[src/hdl/bsa_pkg.sv]
// Shared types, constants and helper functions for the bitmap slot allocator.
`default_nettype none

package bsa_pkg;

   // Bitmap geometry
   localparam int MAX_SLOTS = 1024;
   localparam int ID_W      = $clog2(MAX_SLOTS);
   localparam int WORD_W    = 32;
   localparam int BIT_AW    = $clog2(WORD_W);
   localparam int WORD_CNT  = MAX_SLOTS / WORD_W;
   localparam int WORD_AW   = $clog2(WORD_CNT);

   // Field widths
   localparam int KIND_W   = 3;
   localparam int STATUS_W = 2;
   localparam int BASE_W   = 32;
   localparam int SIZE_W   = 16;
   localparam int COUNT_W  = 11;
   localparam int PROD_W   = ID_W + SIZE_W;
   localparam int CSR_IDX_W = 2;
   localparam int CSR_DATA_W = 32;

   localparam logic [COUNT_W-1:0] SLOT_LIMIT = COUNT_W'(MAX_SLOTS);

   // Request kinds
   localparam logic [KIND_W-1:0] KIND_ALLOC  = 3'd0;
   localparam logic [KIND_W-1:0] KIND_MARK   = 3'd1;
   localparam logic [KIND_W-1:0] KIND_FREE   = 3'd2;
   localparam logic [KIND_W-1:0] KIND_QUERY  = 3'd3;
   localparam logic [KIND_W-1:0] KIND_LOCATE = 3'd4;

   // Result status codes
   localparam logic [STATUS_W-1:0] STATUS_OK       = 2'd0;
   localparam logic [STATUS_W-1:0] STATUS_NO_FREE  = 2'd1;
   localparam logic [STATUS_W-1:0] STATUS_RANGE    = 2'd2;
   localparam logic [STATUS_W-1:0] STATUS_NOT_USED = 2'd3;

   // Register indexes
   localparam logic [CSR_IDX_W-1:0] CSR_RECORD_BASE = 2'd0;
   localparam logic [CSR_IDX_W-1:0] CSR_RECORD_SIZE = 2'd1;
   localparam logic [CSR_IDX_W-1:0] CSR_SLOT_COUNT  = 2'd2;

   localparam logic [BASE_W-1:0]  RECORD_BASE_RST = '0;
   localparam logic [SIZE_W-1:0]  RECORD_SIZE_RST = 16'd128;
   localparam logic [COUNT_W-1:0] SLOT_COUNT_RST  = 11'd1024;

   typedef struct packed {
      logic [KIND_W-1:0] kind;
      logic [ID_W-1:0]   slot_id;
   } req_type;

   typedef struct packed {
      logic [ID_W-1:0]     result_id;
      logic [STATUS_W-1:0] status;
      logic                is_free;
      logic [BASE_W-1:0]   record_addr;
   } rsp_type;

   typedef struct packed {
      logic [BASE_W-1:0]  record_base;
      logic [SIZE_W-1:0]  record_size;
      logic [COUNT_W-1:0] slot_count;
   } cfg_type;

   // Bitmap access from the sequencer
   typedef struct packed {
      logic               rd_en;
      logic [WORD_AW-1:0] rd_addr;
      logic               wr_en;
      logic [WORD_AW-1:0] wr_addr;
      logic [WORD_W-1:0]  wr_data;
   } map_req_type;

   typedef struct packed {
      logic [WORD_W-1:0]   rd_data;
      logic [WORD_CNT-1:0] full;
   } map_rsp_type;

   typedef enum logic [1:0] {
      ST_IDLE,
      ST_EXEC,
      ST_HOLD
   } state_type;

   // Lowest set bit of a word summary vector
   function automatic logic [WORD_AW-1:0] lowest_word(input logic [WORD_CNT-1:0] v);
      logic [WORD_AW-1:0] idx;
      idx = '0;
      for (int i = WORD_CNT - 1; i >= 0; i--) begin
         if (v[i]) begin
            idx = WORD_AW'(i);
         end
      end
      return idx;
   endfunction

   // Lowest set bit within one bitmap word
   function automatic logic [BIT_AW-1:0] lowest_bit(input logic [WORD_W-1:0] v);
      logic [BIT_AW-1:0] idx;
      idx = '0;
      for (int i = WORD_W - 1; i >= 0; i--) begin
         if (v[i]) begin
            idx = BIT_AW'(i);
         end
      end
      return idx;
   endfunction

endpackage

`default_nettype wire

[src/hdl/bitmap_slot_allocator.sv]
// Top level of the bitmap slot allocator: registers, output stage, core and bitmap.
`default_nettype none

// Each item passes through acceptance (bitmap word read issued, word search
// over the full-word summary, id times record size), execute (the registered
// bitmap read returns; lowest free bit, modify and write back), and hand-off to
// the output register. The next item is taken once the previous result has
// moved into the output register, so a new item is not taken before the last
// one is through. The bitmap is 32 words of 32 bits with a
// valid and a full flag per word in flip-flops, so reset clears it at once and
// there is no clearing pass. Configuration is written through csr_wr_en,
// csr_index and csr_wdata; index 0 record_base, 1 record_size, 2 slot_count.
module bitmap_slot_allocator (
   input  wire                                clock,
   input  wire                                reset,
   input  wire                                req_valid,
   output logic                               req_stall,
   input  bsa_pkg::req_type                   req_data,
   output logic                               rsp_valid,
   input  wire                                rsp_stall,
   output bsa_pkg::rsp_type                   rsp_data,
   input  wire                                csr_wr_en,
   input  wire [bsa_pkg::CSR_IDX_W-1:0]       csr_index,
   input  wire [bsa_pkg::CSR_DATA_W-1:0]      csr_wdata
);
   import bsa_pkg::*;

   cfg_type     cfg_ff;
   logic        rsp_valid_ff;
   rsp_type     rsp_data_ff;
   logic        out_ready;
   logic        res_valid;
   rsp_type     res_data;
   map_req_type map_req;
   map_rsp_type map_rsp;

   always_ff @(posedge clock) begin
      if (reset) begin
         cfg_ff.record_base <= RECORD_BASE_RST;
         cfg_ff.record_size <= RECORD_SIZE_RST;
         cfg_ff.slot_count  <= SLOT_COUNT_RST;
      end else if (csr_wr_en) begin
         unique case (csr_index)
            CSR_RECORD_BASE: cfg_ff.record_base <= csr_wdata[BASE_W-1:0];
            CSR_RECORD_SIZE: cfg_ff.record_size <= csr_wdata[SIZE_W-1:0];
            CSR_SLOT_COUNT:  cfg_ff.slot_count  <= csr_wdata[COUNT_W-1:0];
            default: ;
         endcase
      end
   end

   // Output register: load when empty or being drained
   assign out_ready = !rsp_valid_ff || !rsp_stall;

   always_ff @(posedge clock) begin
      if (reset) begin
         rsp_valid_ff <= 1'b0;
      end else if (out_ready) begin
         rsp_valid_ff <= res_valid;
      end
   end

   always_ff @(posedge clock) begin
      if (out_ready && res_valid) begin
         rsp_data_ff <= res_data;
      end
   end

   assign rsp_valid = rsp_valid_ff;
   assign rsp_data  = rsp_data_ff;

   bsa_core u_core (
      .clock     (clock),
      .reset     (reset),
      .cfg       (cfg_ff),
      .req_valid (req_valid),
      .req_stall (req_stall),
      .req_data  (req_data),
      .res_valid (res_valid),
      .out_ready (out_ready),
      .res_data  (res_data),
      .map_req   (map_req),
      .map_rsp   (map_rsp)
   );

   bsa_map u_map (
      .clock   (clock),
      .reset   (reset),
      .map_req (map_req),
      .map_rsp (map_rsp)
   );

endmodule

`default_nettype wire

[src/hdl/bsa_map.sv]
// Used/free bitmap storage: word memory with per-word valid and full flags.
`default_nettype none

module bsa_map (
   input  wire                  clock,
   input  wire                  reset,
   input  bsa_pkg::map_req_type map_req,
   output bsa_pkg::map_rsp_type map_rsp
);
   import bsa_pkg::*;

   logic [WORD_W-1:0]   mem [WORD_CNT];
   logic [WORD_W-1:0]   rd_data_ff;
   logic                rd_valid_ff;
   logic [WORD_CNT-1:0] valid_ff;
   logic [WORD_CNT-1:0] full_ff;

   always_ff @(posedge clock) begin
      if (map_req.wr_en) begin
         mem[map_req.wr_addr] <= map_req.wr_data;
      end
      if (map_req.rd_en) begin
         rd_data_ff <= mem[map_req.rd_addr];
      end
   end

   // A word never written since reset reads as all free
   always_ff @(posedge clock) begin
      if (reset) begin
         valid_ff    <= '0;
         full_ff     <= '0;
         rd_valid_ff <= 1'b0;
      end else begin
         if (map_req.wr_en) begin
            valid_ff[map_req.wr_addr] <= 1'b1;
            full_ff[map_req.wr_addr]  <= &map_req.wr_data;
         end
         if (map_req.rd_en) begin
            rd_valid_ff <= valid_ff[map_req.rd_addr];
         end
      end
   end

   assign map_rsp.rd_data = rd_valid_ff ? rd_data_ff : '0;
   assign map_rsp.full    = full_ff;

endmodule

`default_nettype wire

[src/hdl/bsa_core.sv]
// Request sequencer: word search, bitmap read-modify-write and result forming.
`default_nettype none

module bsa_core (
   input  wire                  clock,
   input  wire                  reset,
   input  bsa_pkg::cfg_type     cfg,
   input  wire                  req_valid,
   output logic                 req_stall,
   input  bsa_pkg::req_type     req_data,
   output logic                 res_valid,
   input  wire                  out_ready,
   output bsa_pkg::rsp_type     res_data,
   output bsa_pkg::map_req_type map_req,
   input  bsa_pkg::map_rsp_type map_rsp
);
   import bsa_pkg::*;

   state_type state_ff, state_in;

   logic [KIND_W-1:0]  kind_ff;
   logic [ID_W-1:0]    id_ff;
   logic [WORD_AW-1:0] word_ff, word_in;
   logic               wfound_ff, wfound_in;
   logic [PROD_W-1:0]  prod_ff, prod_in;
   rsp_type            res_ff, res_in;

   logic                accept;
   logic [COUNT_W-1:0]  eff_count;
   logic [COUNT_W-1:0]  count_round;
   logic [WORD_AW:0]    word_lim;
   logic [WORD_CNT-1:0] eligible;
   logic [WORD_CNT-1:0] cand;

   logic [WORD_W-1:0] cur;
   logic [BIT_AW-1:0] bit_sel;
   logic [WORD_W-1:0] bit_mask;
   logic [WORD_W-1:0] zero_vec;
   logic [BIT_AW-1:0] zbit;
   logic [ID_W-1:0]   alloc_slot;
   logic              alloc_ok;
   logic              in_range;
   logic              wr_en;
   logic [WORD_W-1:0] wr_data;
   rsp_type           exec_res;

   assign accept = req_valid && (state_ff == ST_IDLE);

   // Clamp count and find the lowest word that is not full below it
   assign eff_count   = (cfg.slot_count > SLOT_LIMIT) ? SLOT_LIMIT : cfg.slot_count;
   assign count_round = eff_count + COUNT_W'(WORD_W - 1);
   assign word_lim    = count_round[COUNT_W-1:BIT_AW];

   always_comb begin
      for (int w = 0; w < WORD_CNT; w++) begin
         eligible[w] = ((WORD_AW + 1)'(w) < word_lim);
      end
   end

   assign cand      = eligible & ~map_rsp.full;
   assign wfound_in = |cand;
   assign word_in   = (req_data.kind == KIND_ALLOC) ? lowest_word(cand)
                                                    : req_data.slot_id[ID_W-1:BIT_AW];
   assign prod_in   = PROD_W'(req_data.slot_id) * PROD_W'(cfg.record_size);

   always_ff @(posedge clock) begin
      if (accept) begin
         kind_ff   <= req_data.kind;
         id_ff     <= req_data.slot_id;
         word_ff   <= word_in;
         wfound_ff <= wfound_in;
         prod_ff   <= prod_in;
      end
      res_ff <= res_in;
   end

   // Execute on the word read back from the bitmap
   assign cur        = map_rsp.rd_data;
   assign bit_sel    = id_ff[BIT_AW-1:0];
   assign bit_mask   = WORD_W'(1) << bit_sel;
   assign zero_vec   = ~cur;
   assign zbit       = lowest_bit(zero_vec);
   assign alloc_slot = {word_ff, zbit};
   assign alloc_ok   = wfound_ff && (|zero_vec) && ({1'b0, alloc_slot} < eff_count);
   assign in_range   = ({1'b0, id_ff} < eff_count) && (kind_ff <= KIND_LOCATE);

   always_comb begin
      exec_res.result_id   = id_ff;
      exec_res.status      = STATUS_OK;
      exec_res.is_free     = 1'b0;
      exec_res.record_addr = '0;
      wr_en                = 1'b0;
      wr_data              = cur;
      priority if (kind_ff == KIND_ALLOC) begin
         if (alloc_ok) begin
            exec_res.result_id = alloc_slot;
            wr_en              = 1'b1;
            wr_data            = cur | (WORD_W'(1) << zbit);
         end else begin
            exec_res.result_id = '0;
            exec_res.status    = STATUS_NO_FREE;
         end
      end else if (!in_range) begin
         exec_res.status = STATUS_RANGE;
      end else if (kind_ff == KIND_MARK) begin
         wr_en   = 1'b1;
         wr_data = cur | bit_mask;
      end else if (kind_ff == KIND_FREE) begin
         wr_en   = 1'b1;
         wr_data = cur & ~bit_mask;
      end else if (kind_ff == KIND_QUERY) begin
         exec_res.is_free = ~cur[bit_sel];
      end else begin
         if (!cur[bit_sel]) begin
            exec_res.status = STATUS_NOT_USED;
         end else begin
            exec_res.record_addr = cfg.record_base + BASE_W'(prod_ff);
         end
      end
   end

   always_ff @(posedge clock) begin
      if (reset) begin
         state_ff <= ST_IDLE;
      end else begin
         state_ff <= state_in;
      end
   end

   always_comb begin : next_state
      state_in = state_ff;
      unique case (state_ff)
         ST_IDLE: begin
            if (req_valid) begin
               state_in = ST_EXEC;
            end
         end
         ST_EXEC: state_in = ST_HOLD;
         ST_HOLD: begin
            if (out_ready) begin
               state_in = ST_IDLE;
            end
         end
         default: state_in = ST_IDLE;
      endcase
   end

   always_comb begin : fsm_outputs
      req_stall       = 1'b1;
      res_valid       = 1'b0;
      res_in          = res_ff;
      map_req.rd_en   = 1'b0;
      map_req.rd_addr = word_in;
      map_req.wr_en   = 1'b0;
      map_req.wr_addr = word_ff;
      map_req.wr_data = wr_data;
      unique case (state_ff)
         ST_IDLE: begin
            req_stall     = 1'b0;
            map_req.rd_en = req_valid;
         end
         ST_EXEC: begin
            map_req.wr_en = wr_en;
            res_in        = exec_res;
         end
         ST_HOLD: res_valid = 1'b1;
         default: req_stall = 1'b1;
      endcase
   end

   assign res_data = res_ff;

   // The bitmap is only written while executing an item
   a_write_in_exec: assert property (@(posedge clock) disable iff (reset)
      map_req.wr_en |-> state_ff == ST_EXEC)
      else $error("bitmap written outside execute");

   // Read data is consumed in the cycle after the read was issued
   a_read_latency: assert property (@(posedge clock) disable iff (reset)
      (state_ff == ST_EXEC) |-> $past(map_req.rd_en))
      else $error("execute without a matching bitmap read");

   // A write changes at most one bit of the word
   a_single_bit: assert property (@(posedge clock) disable iff (reset)
      map_req.wr_en |-> $countones(map_req.wr_data ^ cur) <= 1)
      else $error("bitmap write changed more than one slot");

endmodule

`default_nettype wire

[config.mk]
export PLATFORM = sky130hd
export DESIGN_NAME = bitmap_slot_allocator
export DESIGN_NICKNAME = d
export VERILOG_FILES = /design/src/hdl/bsa_pkg.sv /design/src/hdl/bitmap_slot_allocator.sv /design/src/hdl/bsa_map.sv /design/src/hdl/bsa_core.sv
export SDC_FILE = /design/constraint.sdc
export NUM_CORES = 2
export LEC_CHECK = 0
export ABC_AREA = 1
export BUFFER_PORTS_ARGS = -buffer_cell sky130_fd_sc_hd__buf_2
export CORE_ASPECT_RATIO = 0.9
export CORE_MARGIN = 8
export CORE_UTILIZATION = 51
export CTS_BUF_LIST = sky130_fd_sc_hd__clkbuf_4 sky130_fd_sc_hd__clkbuf_8
export DETAILED_ROUTE_END_ITERATION = 6
export PLACE_DENSITY = 0.73
export SLEW_MARGIN = 25
export SYNTH_ARGS = -nofsm -noshare
export SYNTH_HDL_FRONTEND = slang
export SYNTH_SLANG_ARGS = --single-unit
export TNS_END_PERCENT = 100
[constraint.sdc]
create_clock -name clock -period 19 [get_ports clock]
set_input_delay 1.9 -clock clock [delete_from_list [all_inputs] [get_ports clock]]
set_output_delay 1.9 -clock clock [all_outputs]
set_load 0.03 [all_outputs]
* After elaboration in Yosys (flattened, before gate mapping) *
Memory sizes are Yosys's and may differ from the RTL's. A register that Yosys moved wholly into a read port is not among the register bits.
Index checks and enable logic that the tools add are counted.

word-level totals
  register bits after elaboration = 262
  bits in writable memories = 1,024
  input port bits = 52
  output and inout bits = 47
  logic and storage cells = 214
  memories kept = 1

memory list
  name       depth  width  read ports  clocked after Yosys merged registers in  write ports  RTL line       text
  u_map.mem  32     32     1           1                                        1            bsa_map.sv:12  logic [WORD_W-1:0] mem [WORD_CNT];

cells by class
  $add $sub $neg = 2
  $mul = 1
  magnitude comparators = 40
  equality and inequality tests = 9
  shift operators = 2
  muxes and demuxes = 105
  bitwise logic cells = 11
  reduce and logical (&&, ||, !) cells = 22

operators by type and width
  kind                                                                           count
  5-bit two-way mux                                                              65
  32-bit two-way mux                                                             8
  5-bit by 6-bit less-than comparator with 1-bit output (first input constant)   16
  32-bit inverter                                                                3
  32-bit bitwise OR                                                              3
  35-bit two-way mux                                                             2
  32-bit AND                                                                     2
  32-bit OR reduction                                                            2
  1-bit by 5-bit << shifter with 32-bit output (first input constant)            2
  4-bit by 6-bit less-than comparator with 1-bit output (first input constant)   8
  32-bit by 26-bit adder with 32-bit output                                      1
  32-bit bitwise mux                                                             1
  32-bit AND reduction                                                           1
  10-bit by 16-bit multiplier with 26-bit output                                 1
  3-bit by 6-bit less-than comparator with 1-bit output (first input constant)   4
  10-bit by 11-bit less-than comparator with 1-bit output                        2
  10-bit two-way mux                                                             2
  5-bit by 6-bit less-than comparator with 1-bit output (second input constant)  3
  1-bit two-way mux                                                              16
  1-bit by 6-bit less-than comparator with 1-bit output (first input constant)   2
  2-bit by 6-bit less-than comparator with 1-bit output (first input constant)   2
  2-bit two-way mux                                                              6
  11-bit by 5-bit adder with 11-bit output (second input constant)               1
  11-bit greater-than comparator (second input constant)                         1
  20 further kinds                                                               38

* Longest topological paths before layout *
  depth after elaboration = 41
  mapped depth = 50
  gate-level depth less buffers = 49

* Modules after synthesis *
A second synthesis with hierarchy kept.

unflattened totals
  cell total of the unflattened synthesis = 5,807
  area, all modules = 61,303.8 µm²

modules (own cells, without submodules)
  module                 times used  cells each  area an instance (µm²)  seq. area each (µm²)
  bsa_map                1           3,716       44,828.0                33,011.7
  bsa_core               1           1,661       12,575.8                2,742.6
  bitmap_slot_allocator  1           430         3,900.0                 2,552.4

* Worst setup path before layout *
Ideal clock, no wire load.

  path kind = input port to flip-flop
  from = input req_data[1] (netlist bit)
  to = register u_core.prod_ff[25], data pin
  setup time = 0.260 ns
  data arrival time = 7.284 ns
  required time = 18.740 ns
  path slack = 11.455 ns
  cell stages on the path = 26
  path buffers = 2
  cell sequence = clkbuf_1 clkbuf_1 nand2_1 fa_1 fa_1 fa_1 fa_1 inv_1 fa_1 ha_1 nand3_1 nand2_1 a21oi_1 o31ai_1 a21oi_1 o21ai_0 a21oi_1 nor2_1 nor2_1 o21ai_0 nand3_1 nand2_1 a21oi_1 nor2_1 nor2_1 xor2_1

between the ends
  word-level cells in the longest chain between the ends = 1

RTL lines
  what                                            RTL line                     text
  from (decl)                                     bitmap_slot_allocator.sv:18  input bsa_pkg::req_type req_data,
  10-bit by 16-bit multiplier with 26-bit output  bsa_core.sv:64               assign prod_in = PROD_W'(req_data.slot_id) * PROD_W'(cfg.record_size);
  named net u_core.prod_in[25]                    bsa_core.sv:25               logic [PROD_W-1:0] prod_ff, prod_in;
  to (signal assigned)                            bsa_core.sv:72               prod_ff <= prod_in;
  to (decl)                                       bsa_core.sv:25

The timed path passes the listed nets, and every way through them passes these cells.
A chain may end at the register's enable or synchronous reset.

* Worst setup path after layout *
  from = input req_data[3] (netlist bit)
  to = register u_core.prod_ff[25], data pin

Same word-level chain as after synthesis.

==> out/metrics.cfg <==
[outcome]
status=finished, violations left
violations=design-rule violations

[routing]
via_per_inst=5.89
m1WireLength_mm=67.9
wl_per_cell_um=22.6
ant_nets=0
drt-total-wl_mm=165
drt_iter0_drc=5434
met3WireLength_mm=17.3
drc=1
dr_wl_met2_mm=74.2
drtPass1Iterations=7
vias=43088
maxUsedRoutingLayer=met5

[global_routing]
grt_util_all_layers_pct=24.8
grt_overflow=0
antenna_found_initial=9
grt_pass1_wl_mm=247
grt_pass1_vias=40938
grt_max_degree=295

[sta]
setup_viol=0
final-max-slew-violation-count=0
slew_headroom_pct=29.7
rsz0062_at_grt=no
hold_violations=0
fin_skew_ps=57.3
fmax_mhz=137
finalSetupTns_ps=0
worst_pin_slew_ps=1050
min_period_over_period_pct=38.4
finalCriticalPeriod_ps=7300

[synth]
synthCells=5500
synth_top_area_share_pct=59.0
yosys_warnings=0
yosysUniqueCellTypes=55
async_flop_share_pct=0
ys.flop_type=edfxtp_1
syn_area_per_cell_sq_um=11.0
ys_ff_latch=1318
yosysTopAreaCell=edfxtp_1
seq_area_frac_synth_pct=63.2
synth_edf_count=1191
yosys-top-cells-area=edfxtp_1, o21ai_0, dfxtp_1
syn_nets=5766
syn-cell-area_sq_um=60600

[clocking]
cts.reportedPaths.clkPinSlew_ps=60
clock-sinks=1318
cts_tree=built
cts_resized=0
clock_latency_ps=910
cts_setup_buffers=0
cts_made_buffers=202
htreeDepth=4
cts_root_buf=clkbuf_8
clock_path_buffers=3
postCtsHoldBufs=0

[floorplan]
ios=99
die_h_um=343
placeableCoreArea_sq_um=118000
initial_utilization_pct=51.2
die_w_um=379
dieArea_sq_um=130000
rows=120

[cells_and_area]
fin_nets=5820
drive_gt1_share_pct=10.8
seqCellArea_sq_um=38300
multiInputGateArea_sq_um=19000
fill_cells=9715
fin_cells=7314
synthToLayoutAreaGrowth_pct=10.2

[worst_setup_path]
worstPathRequired_ps=19630
critical_path.endpoint_type=flop
arrival_ps=7930
cp-start-kind=primary input
reg2reg_depth=30
cp_max_fo=17
cpPeakStageDelay_ps=530
startpoint=req_data[3]
endpoint=u_core.prod_ff[25]
r2r_start=cfg_ff[10]
crit_type=in -> reg
cp_slowest_cell=fa_1
rr_endpoint=u_map.rd_data_ff[21]
r2r_slack_ps=11840

[min_path]
hold_start=u_core.res_data[37]
min_path_type=reg -> reg

[placed_design]
dp_hpwl_mm=89.1
port_buffers=98
dp_cells=6935
gp_congestion=0.958

[power]
ir_drop_uv=52.0
power.density_nw_per_um2=95.1
leakage_uw=0.0252

[flow_run]
maxCapViolations=0

[cell usage after synthesis (10+ instances only)]
master and count:
a21oi_1 369, a311oi_1 22, a31o_2 20, a31oi_1 36, buf_2 100, buf_6 11
clkbuf_1 202, dfxtp_1 127, edfxtp_1 1191, fa_1 111, ha_1 103, inv_1 585
inv_2 13, nand2_1 637, nand3_1 223, nand3b_1 10, nand4_1 22, nor2_1 595
nor3_1 34, nor4_1 27, o211ai_1 267, o21a_1 40, o21ai_0 516, o21ai_1 121
o31ai_1 10, xor2_1 27
[stage by stage]
stage	cell area, sq um	hold slack (ps)	total power, uW	util, %	setup slack (ps)
2_1_floorplan	60600	400	3820	-	11460
3_3_place_gp	62600	403	4000	52.9	10880
3_5_place_dp	62600	405	4020	52.9	10840
4_1_cts	66800	419	6370	56.4	11840
5_1_grt	66800	419	6590	56.4	11310
6_report	66800	418	6350	56.4	11700
[where the power goes]
group / switching (uW) / leakage, uW / internal, uW
sequential: 32.4 / 0.0122 / 3250
combinational: 487 / 0.0108 / 203
clock: 1110 / 0.00217 / 1270
total: 1630 / 0.0252 / 4720
[cells by family after synthesis]
| family | synth area share (%) |
|---|---|
| AND/OR/NAND/NOR | 10.7 |
| AO/OA/AOI/OAI | 13.7 |
| flip-flops | 63.2 |
| buffers and inverters | 6.13 |
| adder cells (fa/ha/maj) | 5.79 |
| XOR/XNOR | 0.506 |
[per-layer routing]
layer  vias to the layer above  track usage, %
met5                         -               0
met4                         2            8.84
met3                       419            4.88
met2                      2246            38.2
met1                     20938            35.3
li1                      19483               -
[worst min-delay path by stage]
| stage | endpoint | slack (ps) | depth (start not counted) |
|---|---|---|---|
| floorplan | rsp_data[0] | 400 | 0 |
| global placement | rsp_data[27] | 400 | 0 |
| detailed placement | rsp_data[33] | 410 | 0 |
| finish | rsp_data[37] | 420 | 0 |
| global route | rsp_data[40] | 420 | 0 |
| CTS | rsp_data[33] | 420 | 0 |
[final cells by class]
cell class,count,share of cell area (%)
Clock inverter,73,0.817
Tap cell,1586,2.97
Sequential cell,1318,57.3
Inverter,604,3.43
Clock buffer,298,5.34
Antenna cell,7,0.0262
Timing Repair Buffer,175,1.69
Multi-Input combinational cell,3253,28.4
[sequential cells by signal, indices dropped and copies added, names as in the netlist, 3 cells and up]
| register | count |
|---|---|
| u_map.mem | 1024 |
| rsp_data | 45 |
| u_core.prod_ff | 26 |
| u_core.kind_ff | 3 |
| u_map.rd_data_ff | 32 |
| u_map.valid_ff | 32 |
| u_core.res_data | 45 |
| cfg_ff | 59 |
| u_core.word_ff | 5 |
| u_map.full_ff | 32 |
| u_core.id_ff | 10 |
[critical path, delay by kind of cell]
| family | cells | cell delay, ps |
|---|---|---|
| buffers and inverters | 4 | 470 |
| xor gates and xnor gates | 1 | 130 |
| AOI/OAI and AO/OA | 8 | 1730 |
| and+or+nand+nor | 10 | 1010 |
| adders and majority gates | 6 | 2660 |
[layout by cell type (no fill, tap or decap), drive strengths merged, types with 2 or more instances in the layout]
cell	n
o21ai	639
fa	111
o22ai	4
o21bai	8
nand3	225
o31ai	10
a31o	20
a21oi	369
a211o	3
o211ai	267
a22oi	6
ha	103
diode	7
o21a	40
buf	175
o221ai	3
clkinv	60
clkinvlp	5
nand4	23
xor2	27
inv	608
edfxtp	1191
o2111ai	2
dfxtp	127
nor4	27
clkbuf	298
a2111oi	2
nand2	644
xnor2	8
a31oi	36
bufinv	4
nor3	35
or2	3
nand3b	10
nor2	600
a311oi	22
Power figures use the tool's default switching activity.
